==> src/amsc_pkg.sv <==
// ----------------------------------------------------------------------------
// Alarm controller package
// Shared types, constants and the 12-hour to minutes-of-day conversion.
// ----------------------------------------------------------------------------
package amsc_pkg;

   localparam int unsigned CSR_ADDR_WIDTH = 4;
   localparam int unsigned CSR_DATA_WIDTH = 32;

   localparam logic [4:0]  DIAL_HOURS   = 5'd12;
   localparam logic [10:0] HOUR_MINUTES = 11'd60;
   localparam logic [11:0] DAY_MINUTES  = 12'd1440;
   localparam logic [11:0] TWO_DAYS     = 12'd2880;

   localparam logic [3:0]  ALARM_HOUR_RESET      = 4'd7;
   localparam logic [5:0]  ALARM_MINUTE_RESET    = 6'd0;
   localparam logic        ALARM_AFTERNOON_RESET = 1'b0;
   localparam logic [10:0] SNOOZE_LENGTH_RESET   = 11'd9;

   typedef enum logic [1:0] {
      OP_CHECK      = 2'd0,
      OP_SNOOZE     = 2'd1,
      OP_DISMISS    = 2'd2,
      OP_SET_ENABLE = 2'd3
   } op_type;

   typedef enum logic [1:0] {
      REG_ALARM_HOUR      = 2'd0,
      REG_ALARM_MINUTE    = 2'd1,
      REG_ALARM_AFTERNOON = 2'd2,
      REG_SNOOZE_LENGTH   = 2'd3
   } reg_index_type;

   typedef struct packed {
      op_type     operation;
      logic [3:0] now_hour;
      logic [5:0] now_minute;
      logic       now_afternoon;
      logic       enable_value;
   } req_type;

   typedef struct packed {
      logic [3:0]  alarm_hour;
      logic [5:0]  alarm_minute;
      logic        alarm_afternoon;
      logic [10:0] snooze_length;
   } cfg_type;

   typedef struct packed {
      logic ringing_flag;
      logic snoozed_flag;
      logic enabled_flag;
   } flags_type;

   function automatic logic [10:0] minutes_of_day(logic [3:0] hour, logic [5:0] minute,
                                                  logic pm);
      logic [4:0]  h;
      logic [10:0] hw;
      h = {1'b0, hour};
      if (h >= DIAL_HOURS) begin
         h = h - DIAL_HOURS;
      end
      if (pm) begin
         h = h + DIAL_HOURS;
      end
      hw = {6'b0, h};
      return 11'(hw * HOUR_MINUTES) + {5'b0, minute};
   endfunction

endpackage

==> src/amsc_if.sv <==
// ----------------------------------------------------------------------------
// Alarm controller channels
// Valid/ready channels for requests and for result flags.
// ----------------------------------------------------------------------------
interface amsc_req_if;
   logic       valid;
   logic       ready;
   logic [1:0] operation;
   logic [3:0] now_hour;
   logic [5:0] now_minute;
   logic       now_afternoon;
   logic       enable_value;

   modport source (output valid, operation, now_hour, now_minute, now_afternoon,
                   enable_value, input ready);
   modport sink (input valid, operation, now_hour, now_minute, now_afternoon,
                 enable_value, output ready);
endinterface

interface amsc_rsp_if;
   logic valid;
   logic ready;
   logic ringing_flag;
   logic snoozed_flag;
   logic enabled_flag;

   modport source (output valid, ringing_flag, snoozed_flag, enabled_flag, input ready);
   modport sink (input valid, ringing_flag, snoozed_flag, enabled_flag, output ready);
endinterface

==> src/alarm_match_snooze_controller_top.sv <==
// ----------------------------------------------------------------------------
// Alarm match and snooze controller
// Flow: an accepted request waits in the input register; its flags are held
// in the result register. Throughput: one request per cycle while rsp_bus is
// ready; while it stalls, the input register still takes one if it is empty.
// Reset is synchronous and active high, clears the channels and all alarm
// state, and loads the register defaults: 7:00 AM alarm, nine-minute snooze.
// ----------------------------------------------------------------------------
module alarm_match_snooze_controller_top (
   input  logic                                 clock,
   input  logic                                 reset,
   amsc_req_if.sink                             req_bus,
   amsc_rsp_if.source                           rsp_bus,
   input  logic                                 csr_psel,
   input  logic                                 csr_penable,
   input  logic                                 csr_pwrite,
   input  logic [amsc_pkg::CSR_ADDR_WIDTH-1:0]  csr_paddr,
   input  logic [amsc_pkg::CSR_DATA_WIDTH-1:0]  csr_pwdata,
   output logic [amsc_pkg::CSR_DATA_WIDTH-1:0]  csr_prdata,
   output logic                                 csr_pready
);

   amsc_pkg::cfg_type   cfg;
   amsc_pkg::flags_type flags;
   amsc_pkg::req_type   in_req_ff;
   amsc_pkg::flags_type out_flags_ff;
   logic                in_valid_ff, in_valid_in;
   logic                out_valid_ff, out_valid_in;
   logic                advance;
   logic                step;
   logic                accept;

   assign advance       = !out_valid_ff || rsp_bus.ready;
   assign step          = in_valid_ff && advance;
   assign req_bus.ready = !in_valid_ff || advance;
   assign accept        = req_bus.valid && req_bus.ready;

   assign in_valid_in  = accept ? 1'b1 : (advance ? 1'b0 : in_valid_ff);
   assign out_valid_in = step ? 1'b1 : (rsp_bus.ready ? 1'b0 : out_valid_ff);

   amsc_csr u_csr (
      .clock       (clock),
      .reset       (reset),
      .csr_psel    (csr_psel),
      .csr_penable (csr_penable),
      .csr_pwrite  (csr_pwrite),
      .csr_paddr   (csr_paddr),
      .csr_pwdata  (csr_pwdata),
      .csr_prdata  (csr_prdata),
      .csr_pready  (csr_pready),
      .cfg         (cfg)
   );

   amsc_core u_core (
      .clock (clock),
      .reset (reset),
      .step  (step),
      .req   (in_req_ff),
      .cfg   (cfg),
      .flags (flags)
   );

   always_ff @(posedge clock) begin
      if (reset) begin
         in_valid_ff  <= 1'b0;
         out_valid_ff <= 1'b0;
      end else begin
         in_valid_ff  <= in_valid_in;
         out_valid_ff <= out_valid_in;
      end
   end

   always_ff @(posedge clock) begin
      if (accept) begin
         in_req_ff.operation     <= amsc_pkg::op_type'(req_bus.operation);
         in_req_ff.now_hour      <= req_bus.now_hour;
         in_req_ff.now_minute    <= req_bus.now_minute;
         in_req_ff.now_afternoon <= req_bus.now_afternoon;
         in_req_ff.enable_value  <= req_bus.enable_value;
      end
      if (step) begin
         out_flags_ff <= flags;
      end
   end

   assign rsp_bus.valid        = out_valid_ff;
   assign rsp_bus.ringing_flag = out_flags_ff.ringing_flag;
   assign rsp_bus.snoozed_flag = out_flags_ff.snoozed_flag;
   assign rsp_bus.enabled_flag = out_flags_ff.enabled_flag;

endmodule

==> src/amsc_csr.sv <==
// ----------------------------------------------------------------------------
// Alarm controller registers
// APB-style register file holding the alarm time and the snooze length.
// ----------------------------------------------------------------------------
module amsc_csr (
   input  logic                                 clock,
   input  logic                                 reset,
   input  logic                                 csr_psel,
   input  logic                                 csr_penable,
   input  logic                                 csr_pwrite,
   input  logic [amsc_pkg::CSR_ADDR_WIDTH-1:0]  csr_paddr,
   input  logic [amsc_pkg::CSR_DATA_WIDTH-1:0]  csr_pwdata,
   output logic [amsc_pkg::CSR_DATA_WIDTH-1:0]  csr_prdata,
   output logic                                 csr_pready,
   output amsc_pkg::cfg_type                    cfg
);

   amsc_pkg::cfg_type       cfg_ff;
   amsc_pkg::cfg_type       cfg_in;
   amsc_pkg::reg_index_type index;
   logic                    write_en;

   assign index      = amsc_pkg::reg_index_type'(csr_paddr[3:2]);
   assign write_en   = csr_psel && csr_penable && csr_pwrite;
   assign csr_pready = 1'b1;
   assign cfg        = cfg_ff;

   always_comb begin
      cfg_in = cfg_ff;
      if (write_en) begin
         unique case (index)
            amsc_pkg::REG_ALARM_HOUR:      cfg_in.alarm_hour      = csr_pwdata[3:0];
            amsc_pkg::REG_ALARM_MINUTE:    cfg_in.alarm_minute    = csr_pwdata[5:0];
            amsc_pkg::REG_ALARM_AFTERNOON: cfg_in.alarm_afternoon = csr_pwdata[0];
            amsc_pkg::REG_SNOOZE_LENGTH:   cfg_in.snooze_length   = csr_pwdata[10:0];
            default: cfg_in = cfg_ff;
         endcase
      end
   end

   always_comb begin
      unique case (index)
         amsc_pkg::REG_ALARM_HOUR:      csr_prdata = {28'b0, cfg_ff.alarm_hour};
         amsc_pkg::REG_ALARM_MINUTE:    csr_prdata = {26'b0, cfg_ff.alarm_minute};
         amsc_pkg::REG_ALARM_AFTERNOON: csr_prdata = {31'b0, cfg_ff.alarm_afternoon};
         amsc_pkg::REG_SNOOZE_LENGTH:   csr_prdata = {21'b0, cfg_ff.snooze_length};
         default: csr_prdata = '0;
      endcase
   end

   always_ff @(posedge clock) begin
      if (reset) begin
         cfg_ff.alarm_hour      <= amsc_pkg::ALARM_HOUR_RESET;
         cfg_ff.alarm_minute    <= amsc_pkg::ALARM_MINUTE_RESET;
         cfg_ff.alarm_afternoon <= amsc_pkg::ALARM_AFTERNOON_RESET;
         cfg_ff.snooze_length   <= amsc_pkg::SNOOZE_LENGTH_RESET;
      end else begin
         cfg_ff <= cfg_in;
      end
   end

endmodule

==> src/amsc_core.sv <==
// ----------------------------------------------------------------------------
// Alarm controller core
// Alarm state and the single-pass update for one request.
// ----------------------------------------------------------------------------
module amsc_core (
   input  logic                clock,
   input  logic                reset,
   input  logic                step,
   input  amsc_pkg::req_type   req,
   input  amsc_pkg::cfg_type   cfg,
   output amsc_pkg::flags_type flags
);

   logic        armed_ff, armed_in;
   logic        ring_ff, ring_in;
   logic        snoozing_ff, snoozing_in;
   logic        matched_ff, matched_in;
   logic [10:0] target_ff, target_in;

   logic [10:0] now_minutes;
   logic [10:0] alarm_minutes;
   logic        hit;
   logic [11:0] sum;
   logic [11:0] wrapped;

   assign now_minutes   = amsc_pkg::minutes_of_day(req.now_hour, req.now_minute,
                                                   req.now_afternoon);
   assign alarm_minutes = amsc_pkg::minutes_of_day(cfg.alarm_hour, cfg.alarm_minute,
                                                   cfg.alarm_afternoon);
   assign hit = (now_minutes == alarm_minutes);
   assign sum = {1'b0, now_minutes} + {1'b0, cfg.snooze_length};

   always_comb begin
      if (sum >= amsc_pkg::TWO_DAYS) begin
         wrapped = sum - amsc_pkg::TWO_DAYS;
      end else if (sum >= amsc_pkg::DAY_MINUTES) begin
         wrapped = sum - amsc_pkg::DAY_MINUTES;
      end else begin
         wrapped = sum;
      end
   end

   always_comb begin
      armed_in    = armed_ff;
      ring_in     = ring_ff;
      snoozing_in = snoozing_ff;
      matched_in  = matched_ff;
      target_in   = target_ff;
      if (step) begin
         case (req.operation)
            amsc_pkg::OP_CHECK: begin
               if (snoozing_ff) begin
                  if (now_minutes == target_ff) begin
                     snoozing_in = 1'b0;
                     ring_in     = 1'b1;
                  end
               end else if (!armed_ff) begin
                  matched_in = 1'b0;
               end else begin
                  if (hit && !matched_ff) begin
                     ring_in = 1'b1;
                  end
                  matched_in = hit;
               end
            end
            amsc_pkg::OP_SNOOZE: begin
               if (ring_ff) begin
                  ring_in     = 1'b0;
                  snoozing_in = 1'b1;
                  target_in   = wrapped[10:0];
               end
            end
            amsc_pkg::OP_DISMISS: begin
               ring_in = 1'b0;
            end
            default: begin
               armed_in = req.enable_value;
               if (!req.enable_value) begin
                  ring_in = 1'b0;
               end
            end
         endcase
      end
   end

   assign flags.ringing_flag = ring_in;
   assign flags.snoozed_flag = snoozing_in;
   assign flags.enabled_flag = armed_in;

   always_ff @(posedge clock) begin
      if (reset) begin
         armed_ff    <= 1'b0;
         ring_ff     <= 1'b0;
         snoozing_ff <= 1'b0;
         matched_ff  <= 1'b0;
         target_ff   <= '0;
      end else begin
         armed_ff    <= armed_in;
         ring_ff     <= ring_in;
         snoozing_ff <= snoozing_in;
         matched_ff  <= matched_in;
         target_ff   <= target_in;
      end
   end

`ifndef SYNTHESIS
   a_ring_excludes_snooze: assert property (@(posedge clock) disable iff (reset)
      !(ring_ff && snoozing_ff))
      else $error("Ringing and snoozing are both set.");

   a_target_in_day: assert property (@(posedge clock) disable iff (reset)
      {1'b0, target_ff} < amsc_pkg::DAY_MINUTES)
      else $error("Snooze target is outside the day.");

   a_dismiss_silences: assert property (@(posedge clock) disable iff (reset)
      step && req.operation == amsc_pkg::OP_DISMISS |=> !ring_ff)
      else $error("Dismiss did not stop the ring.");

   a_enable_follows: assert property (@(posedge clock) disable iff (reset)
      step && req.operation == amsc_pkg::OP_SET_ENABLE
      |=> armed_ff == $past(req.enable_value))
      else $error("Enable flag does not follow the request.");

   a_idle_holds: assert property (@(posedge clock) disable iff (reset)
      !step |=> $stable(ring_ff) && $stable(snoozing_ff) && $stable(target_ff))
      else $error("Alarm state changed without a request.");
`endif

endmodule
==> src/flat_wrapper.sv <==
// flat-port wrapper written by rule: the top's interface ports become plain ports
module alarm_match_snooze_controller_top_flat 
  (clock, reset, csr_psel, csr_penable, csr_pwrite, csr_paddr, csr_pwdata, csr_prdata, csr_pready, req_bus_valid, req_bus_operation, req_bus_now_hour, req_bus_now_minute, req_bus_now_afternoon, req_bus_enable_value, req_bus_ready, rsp_bus_valid, rsp_bus_ringing_flag, rsp_bus_snoozed_flag, rsp_bus_enabled_flag, rsp_bus_ready);
  amsc_req_if req_bus_i ();
  amsc_rsp_if rsp_bus_i ();
  input  logic clock;
  input  logic reset;
  input  logic csr_psel;
  input  logic csr_penable;
  input  logic csr_pwrite;
  input  logic [amsc_pkg::CSR_ADDR_WIDTH-1:0] csr_paddr;
  input  logic [amsc_pkg::CSR_DATA_WIDTH-1:0] csr_pwdata;
  output logic [amsc_pkg::CSR_DATA_WIDTH-1:0] csr_prdata;
  output logic csr_pready;
  input wire logic [$bits(req_bus_i.valid)-1:0] req_bus_valid;
  input wire logic [$bits(req_bus_i.operation)-1:0] req_bus_operation;
  input wire logic [$bits(req_bus_i.now_hour)-1:0] req_bus_now_hour;
  input wire logic [$bits(req_bus_i.now_minute)-1:0] req_bus_now_minute;
  input wire logic [$bits(req_bus_i.now_afternoon)-1:0] req_bus_now_afternoon;
  input wire logic [$bits(req_bus_i.enable_value)-1:0] req_bus_enable_value;
  output wire logic [$bits(req_bus_i.ready)-1:0] req_bus_ready;
  output wire logic [$bits(rsp_bus_i.valid)-1:0] rsp_bus_valid;
  output wire logic [$bits(rsp_bus_i.ringing_flag)-1:0] rsp_bus_ringing_flag;
  output wire logic [$bits(rsp_bus_i.snoozed_flag)-1:0] rsp_bus_snoozed_flag;
  output wire logic [$bits(rsp_bus_i.enabled_flag)-1:0] rsp_bus_enabled_flag;
  input wire logic [$bits(rsp_bus_i.ready)-1:0] rsp_bus_ready;
  assign req_bus_i.valid = req_bus_valid;
  assign req_bus_i.operation = req_bus_operation;
  assign req_bus_i.now_hour = req_bus_now_hour;
  assign req_bus_i.now_minute = req_bus_now_minute;
  assign req_bus_i.now_afternoon = req_bus_now_afternoon;
  assign req_bus_i.enable_value = req_bus_enable_value;
  assign req_bus_ready = req_bus_i.ready;
  assign rsp_bus_valid = rsp_bus_i.valid;
  assign rsp_bus_ringing_flag = rsp_bus_i.ringing_flag;
  assign rsp_bus_snoozed_flag = rsp_bus_i.snoozed_flag;
  assign rsp_bus_enabled_flag = rsp_bus_i.enabled_flag;
  assign rsp_bus_i.ready = rsp_bus_ready;
  alarm_match_snooze_controller_top u_core (.clock(clock), .reset(reset), .req_bus(req_bus_i), .rsp_bus(rsp_bus_i), .csr_psel(csr_psel), .csr_penable(csr_penable), .csr_pwrite(csr_pwrite), .csr_paddr(csr_paddr), .csr_pwdata(csr_pwdata), .csr_prdata(csr_prdata), .csr_pready(csr_pready));
endmodule
==> config.mk <==
export PLATFORM = sky130hd
export DESIGN_NAME = alarm_match_snooze_controller_top_flat
export DESIGN_NICKNAME = d
export VERILOG_FILES = /design/src/amsc_pkg.sv /design/src/amsc_if.sv /design/src/alarm_match_snooze_controller_top.sv /design/src/amsc_csr.sv /design/src/amsc_core.sv /design/src/flat_wrapper.sv
export SDC_FILE = /design/constraint.sdc
export NUM_CORES = 1
export LEC_CHECK = 0
export BUFFER_PORTS_ARGS = -buffer_cell sky130_fd_sc_hd__clkbuf_2
export CAP_MARGIN = 5
export CORE_AREA = 2 2 112 114
export DETAILED_ROUTE_END_ITERATION = 16
export DIE_AREA = 0 0 114 116
export HOLD_SLACK_MARGIN = 0.05
export PLACE_DENSITY = 0.74
export SYNTH_ARGS = -nofsm -noshare
export SYNTH_HDL_FRONTEND = slang
export SYNTH_SLANG_ARGS = --single-unit
==> constraint.sdc <==
create_clock -name clock -period 6.2 [get_ports clock]
set_input_delay 0.93 -clock clock [delete_from_list [all_inputs] [get_ports clock]]
set_output_delay 0.93 -clock clock [all_outputs]
set_load 0.1 [all_outputs]
Yosys cells after proc, flatten, opt, wreduce, memory -nomap -nowiden

Index checks and enable logic that the tools add are counted.

$add $sub $neg: 9
Multipliers: 2
Div/mod/pow operators: 0
Order comparisons: 4
Equality and inequality tests: 7
Shifts and indexed selects: 0
Mux-type cells: 26
Bitwise gates (word level): 1
Reductions and logical operators: 22

Operator list:

| operator                                                             | count |
|---|---|
| case mux 32 bit (4 select lines)                                     | 1 |
| adder 11 x 6 -> 11 bit                                               | 2 |
| equality test 11 bit                                                 | 2 |
| 2-to-1 mux 11 bit                                                    | 2 |
| 2-to-1 mux 5 bit                                                     | 4 |
| multiplier 5 x 4 -> 9 bit (second input constant)                    | 2 |
| 2-to-1 mux 1 bit                                                     | 17 |
| adder 11 x 11 -> 12 bit                                              | 1 |
| greater-or-equal comparator 12 x 11 -> 1 bit (second input constant) | 1 |
| greater-or-equal comparator 12 bit (second input constant)           | 1 |
| subtractor 11 x 10 -> 11 bit (second input constant)                 | 1 |
| subtractor 11 bit (second input constant)                            | 1 |
| adder 5 x 4 -> 5 bit (second input constant)                         | 2 |
| subtractor 4 x 4 -> 5 bit (second input constant)                    | 2 |
| greater-or-equal comparator 4 bit (second input constant)            | 2 |
| AND reduction 2 bit                                                  | 4 |
| equality test 2 bit (second input constant)                          | 3 |
| AND reduction 3 bit                                                  | 2 |
| logical AND 1 bit                                                    | 5 |
| equality test 2 x 1 -> 1 bit (second input constant)                 | 2 |
| zero test 2 bit                                                      | 2 |
| case mux 1 bit (2 select lines)                                      | 2 |
| nonzero test 2 bit                                                   | 2 |
| zero test 1 bit                                                      | 3 |
| other kinds (4)                                                      | 5 |

Register bits: 56
Latch bits: 0
RAM bits: 0
ROM bits: 0
Bits of input ports: 57
Output and inout bits: 38
Memories kept: 0

Depth between registers and ports, before layout

Depth after elaboration: 13
Depth in mapped cells: 25

Cells and area by module

A second synthesis with hierarchy kept.

Cell total of the unflattened synthesis: 588
Area total of the unflattened synthesis: 5,449.0 sq um

Modules (own cells, without submodules):

| module                            | times used | cells an instance | area an instance (sq um) | sequential area each (sq um) |
|---|---|---|---|---|
| amsc_core                         | 1          | 421               | 3,552.2                  | 300.3 |
| amsc_csr                          | 1          | 140               | 1,282.5                  | 440.4 |
| alarm_match_snooze_controller_top | 1          | 27                | 614.3                    | 550.5 |

Worst setup path before layout

No wires, ideal clock.

Path kind: register to register
Start point: register u_core.in_req_ff[10] in the netlist's numbering
End point: register u_core.u_core.target_ff[7]
Library setup time: 120 ps
Arrival time: 6,084 ps
Required time: 6,080 ps
Path slack: -4 ps
Cell stages (with the launch flop): 24
Period minus slack after synthesis: 6,204 ps
Cell sequence: edfxtp_1 -> ha_1 -> xor2_1 -> fa_1 -> inv_1 -> fa_1 -> fa_1 -> inv_1 -> ha_1 -> a21oi_1 -> xnor2_1 -> ha_1 -> a211o_1 -> o21a_1 -> xor2_2 -> ha_1 -> nor2b_1 -> a211o_1 -> a311oi_1 -> a31oi_1 -> a311oi_2 -> mux2i_1 -> nand3_1 -> o31a_1

Longest elaborated chain between the ends: 10

RTL lines:

| item                                                                              | RTL line                                | text |
|---|---|---|
| start: declaration                                                                | alarm_match_snooze_controller_top.sv:25 | `amsc_pkg::req_type in_req_ff;` |
| subtractor 4 x 4 -> 5 bit or greater-or-equal comparator 4 bit (tied branches)    | amsc_pkg.sv:61, amsc_pkg.sv:60          |  |
| 2-to-1 mux 5 bit *                                                                | amsc_pkg.sv:60                          | `if (h >= DIAL_HOURS) begin` |
| adder 5 x 4 -> 5 bit                                                              | amsc_pkg.sv:64                          | `h = h + DIAL_HOURS;` |
| 2-to-1 mux 5 bit *                                                                | amsc_pkg.sv:63                          | `if (pm) begin` |
| multiplier 5 x 4 -> 9 bit *                                                       | amsc_pkg.sv:67                          | `return 11'(hw * HOUR_MINUTES) + {5'b0, minute};` |
| adder 11 x 6 -> 11 bit *                                                          | amsc_pkg.sv:67                          |  |
| adder 11 x 11 -> 12 bit *                                                         | amsc_core.sv:31                         | `assign sum = {1'b0, now_minutes} + {1'b0, cfg.snooze_length};` |
| subtractor 11 bit or greater-or-equal comparator 12 x 11 -> 1 bit (tied branches) | amsc_core.sv:37, amsc_core.sv:36        |  |
| 2-to-1 mux 11 bit                                                                 | amsc_core.sv:36                         | `end else if (sum >= amsc_pkg::DAY_MINUTES) begin` |
| 2-to-1 mux 11 bit *                                                               | amsc_core.sv:34                         | `if (sum >= amsc_pkg::TWO_DAYS) begin` |
| end signal: assignment                                                            | amsc_core.sv:102                        | `target_ff <= target_in;` |
| end: declaration                                                                  | amsc_core.sv:18                         | `logic [10:0] target_ff, target_in;` |

Mark *: on every way between the ends. The rest lies on a longest branch, timed or not.
A chain may end at the register's enable or synchronous reset.

Final worst setup path

Same ends and word-level chain as after synthesis.

==> summary.md <==
| Metric | Value |
|---|---|
| Status | finished, final reports clean |
| Max cap viols | 0 |
| Crit path max fanout | 4 |
| Slowest stage delay, CP | 0.52 ns |
| Skew-Pair Late Insertion Delay | 0.31 ns |
| Leak | 2.871 nW |
| Ys flop type | dfxtp_1 |
| Clock sinks | between 50 and 60 |
| Most used cell, CP | inv_1 |
| Setup TNS | 0 ns |
| Mapped Area | 5502 µm² |
| Slew @ Worst Pin | between 0.8 and 0.9 ns |
| Diode count | 0 |
| Vias | 4559 |
| Grt total ovfl | 0 |
| Syn Inst Count | 612 |
| Synthesized flop and latch total | 56 |
| Arr. time, crit path | 6.32 ns |
| DRT Pass-1 Iters | 5 |
| Critical path's slowest cell | fa_1 |
| WP depth | 25 |
| Hold wc startpoint | u_core.u_core.target_ff[2] |
| Largest net degree at the start of global routing | between 40 and 50 |
| Startpoint Class | flop |
| Net count, final | 810 |
| Number of port buffers | 49 |
| Distinct cells, synth | 80 |
| Starting Density | 46.19% |
| Post-CTS Hold Fix Bufs | 0 |
| Synth warn | 0 |
| R2R cell count | 25 |
| Area grow syn2layout | 14.60% |
| Fin. max-slew vios | 0 |
| Final Cycle Share | a little over nine tenths |
| Critical Path End Type | flop |
| Top cell type by total area after synthesis | dfxtp_1 |
| Crit path required time | between 6 and 7 ns |
| Final min period | around 6.1 ns |
| Final hold vios | 0 |
| Die area | 13220 µm² |
| Fin Clk Skew | 0.006893 ns |
| Placed Cells | around 820 |
| Vias in the first global route | 4486 |
| Per-cell routed wire length | ~15 µm |
| First-pass GRT wire length | 20510 µm |
| Final hold slack | 0.4717 ns |
| Hold Crit Class | flop to flop |
| Synth async-reset ratio | 0% |
| Top cells by area, synth | dfxtp_1 (14%), ha_1 (13%), edfxtp_1 (9.3%) |
| # IOs | 95 |
| RSZ-0062 raised after global routing | yes |
| DR iter-0 viols | around 140 |
| Average cell area after synthesis | 8.989 µm² |
| Seq/Total Area, Yosys | 23.47% |
| Layout Cells excl Fill | 828 |
| Critical path start-end classification | flop to flop |
| CTS max path bufs | 2 |
| R2R setup slack | approximately 0.085 ns |
| Power Density | 457.6 nW/µm² |
| Setup violators final | 0 |
| GRT Total Usage | 19.07% |
| Synth cell count leaders | ha_1 (56), inv_1 (54), nand2_1 (47) |
| DRC Markers | 0 |
| Hold path depth | 2 |
| CTS tree | done |
| FP Rows | 40 |
| Dpl hpwl | 10010 µm |
| Worst path bufs/invs | 5 |
| Initial antenna violation count | 0 |
| H-tree depth | 2 |
| DR vias/cell | 5.506 |
| Post-synth EDFFs | 17 |
| R2r startpoint | u_core.in_req_ff[10] |
| Peak VDD IR | 235.3 µV |
| Die height | roughly 120 µm |
| Max frequency | 163.5 MHz |
| Fraction of layout cells with a size suffix above 1 | a little over a fifth |
| Cts bufs inserted | 5 |
| Routed Antenna Nets | 0 |
| Core box area | around 12000 µm² |
| Die width | 114 µm |
| CP Launch Point | u_core.in_req_ff[10] |
| Gpl congestion | 0.8621 |
| Clock root buffer | clkbuf_16 |
| Most frequent cell after synthesis | ha_1 |
| Synth top area share | 14.19% |
| Max-slew headroom | about 43% |
| WL final | 12510 µm |
| Clock Pin Slew Worst Setup and Hold Paths | 0.08 ns |
| Top Family by Delay on Critical Path | adder cells |
-- power by group --
part	switching [mW]	total (mW)	internal (mW)	leakage [nW]
logic	1.19	2.18	0.992	2.31
registers	0.00824	0.395	0.387	0.481
clock network	0.151	0.307	0.156	0.0767
-- path summary, 6_finish.rpt --
check / to
hold reg to reg: u_core.u_core.target_ff[2]
setup reg to reg: u_core.u_core.target_ff[7]
hold / removal: u_core.u_core.target_ff[2]
setup / recovery: u_core.u_core.target_ff[7]
-- metrics by stage --
| stage | util, % | instance area (µm²) | total power, mW | setup slack, ns |
|---|---|---|---|---|
| floorplan | - | 5580 | 1.835 | 0.09492 |
| global placement | 50.14 | 5972 | 2.328 | 0.01882 |
| detailed placement | 50.14 | 5972 | 2.384 | -0.1427 |
| CTS | 51.87 | 6178 | 2.741 | 0.05149 |
| global route | 52.93 | 6305 | 3.091 | -0.2112 |
| finish | 52.93 | 6305 | 2.885 | 0.08467 |
-- cell families (layout without fill, tap and decap cells) --
group           count (synthesis)  after routing  share of synthesized area (%)
flops                          56             56                          23.47
fa+ha+maj                      73             73                          18.92
mux                            19             19                          3.752
simple gates                  194            194                          19.08
other cells                     2             22                         0.1365
compound gates                127            127                          17.13
buf+inv                        93            142                          8.187
xor+xnor                       48             48                          9.325
-- worst reg2reg max path: stages, from the launching register on --
cell,delay [ns]
edfxtp_1,0.40
buf_4,0.14
inv_1,0.04
ha_1,0.23
mux2_2,0.33
inv_1,0.13
fa_1,0.45
fa_1,0.52
inv_1,0.06
ha_4,0.26
xnor2_2,0.23
xnor2_1,0.18
buf_4,0.17
ha_4,0.20
a211o_1,0.28
o21a_1,0.22
xor2_2,0.16
ha_2,0.19
nor4bb_1,0.14
a211o_1,0.29
a311oi_2,0.34
a31oi_2,0.08
a311oi_2,0.34
mux2i_1,0.22
nand3_1,0.13
o31a_1,0.26
-- layer usage --
layer / up-vias / GRT usage, % / share of wire (%)
li1: 2259 / - / -
met1: 2189 / 23.23 / 44
met2: 95 / 35.48 / 52
met3: 16 / 2.354 / 2.7
met4: 0 / 5.285 / 1.4
met5: - / 0 / 0
-- layout by cell type, fill, tap and decap left out, drive strengths merged, types with 6 or more instances in the layout --
cell type,synthesis,layout
clkbuf,12,54
o21ai,17,17
a21o,7,7
nand2b,6,6
xnor3,6,6
nand2,47,47
or2,7,7
dfxtp,39,39
ha,56,56
buf,27,31
nand3,21,21
conb,2,22
fa,17,17
nor2b,12,12
o211ai,8,8
inv,54,57
nor3,10,10
edfxtp,17,17
o21a,6,6
a21oi,33,33
nand3b,6,6
mux2i,15,15
nor2,41,41
xnor2,27,27
a211oi,10,10
and3,8,8
xor2,15,15
a211o,9,9
-- state kept, by name, summed over array words and instances, names as in the netlist --
name,cells
u_core.rsp_bus.enabled_flag,1
u_core.u_core.matched_ff,1
u_core.rsp_bus.snoozed_flag,1
u_core.rsp_bus.valid,1
u_core.u_core.target_ff,11
u_core.in_valid_ff,1
u_core.u_core.armed_ff,1
u_core.u_core.snoozing_ff,1
u_core.u_core.ring_ff,1
u_core.rsp_bus.ringing_flag,1
u_core.u_csr.cfg,22
u_core.in_req_ff,14
-- layout make-up --
class / instances / area (µm²)
clock buffers: 5 / 125.1
multi-input cells: 483 / 3995
inverters: 54 / 202.7
repair buffers: 80 / 478.0
flip-flops and latches: 56 / 1291
clock inverters: 3 / 28.78
fillers: 1036 / 5607
well taps: 147 / 183.9
-- what timing repair did --
item / CTS / global route
pin swaps: 3 / 18
setup buffers: 0 / 3
gates resized for setup: 8 / 17
endpoints found under the setup margin: 5 / 6
Note: power is estimated with default switching activity, not from simulation.
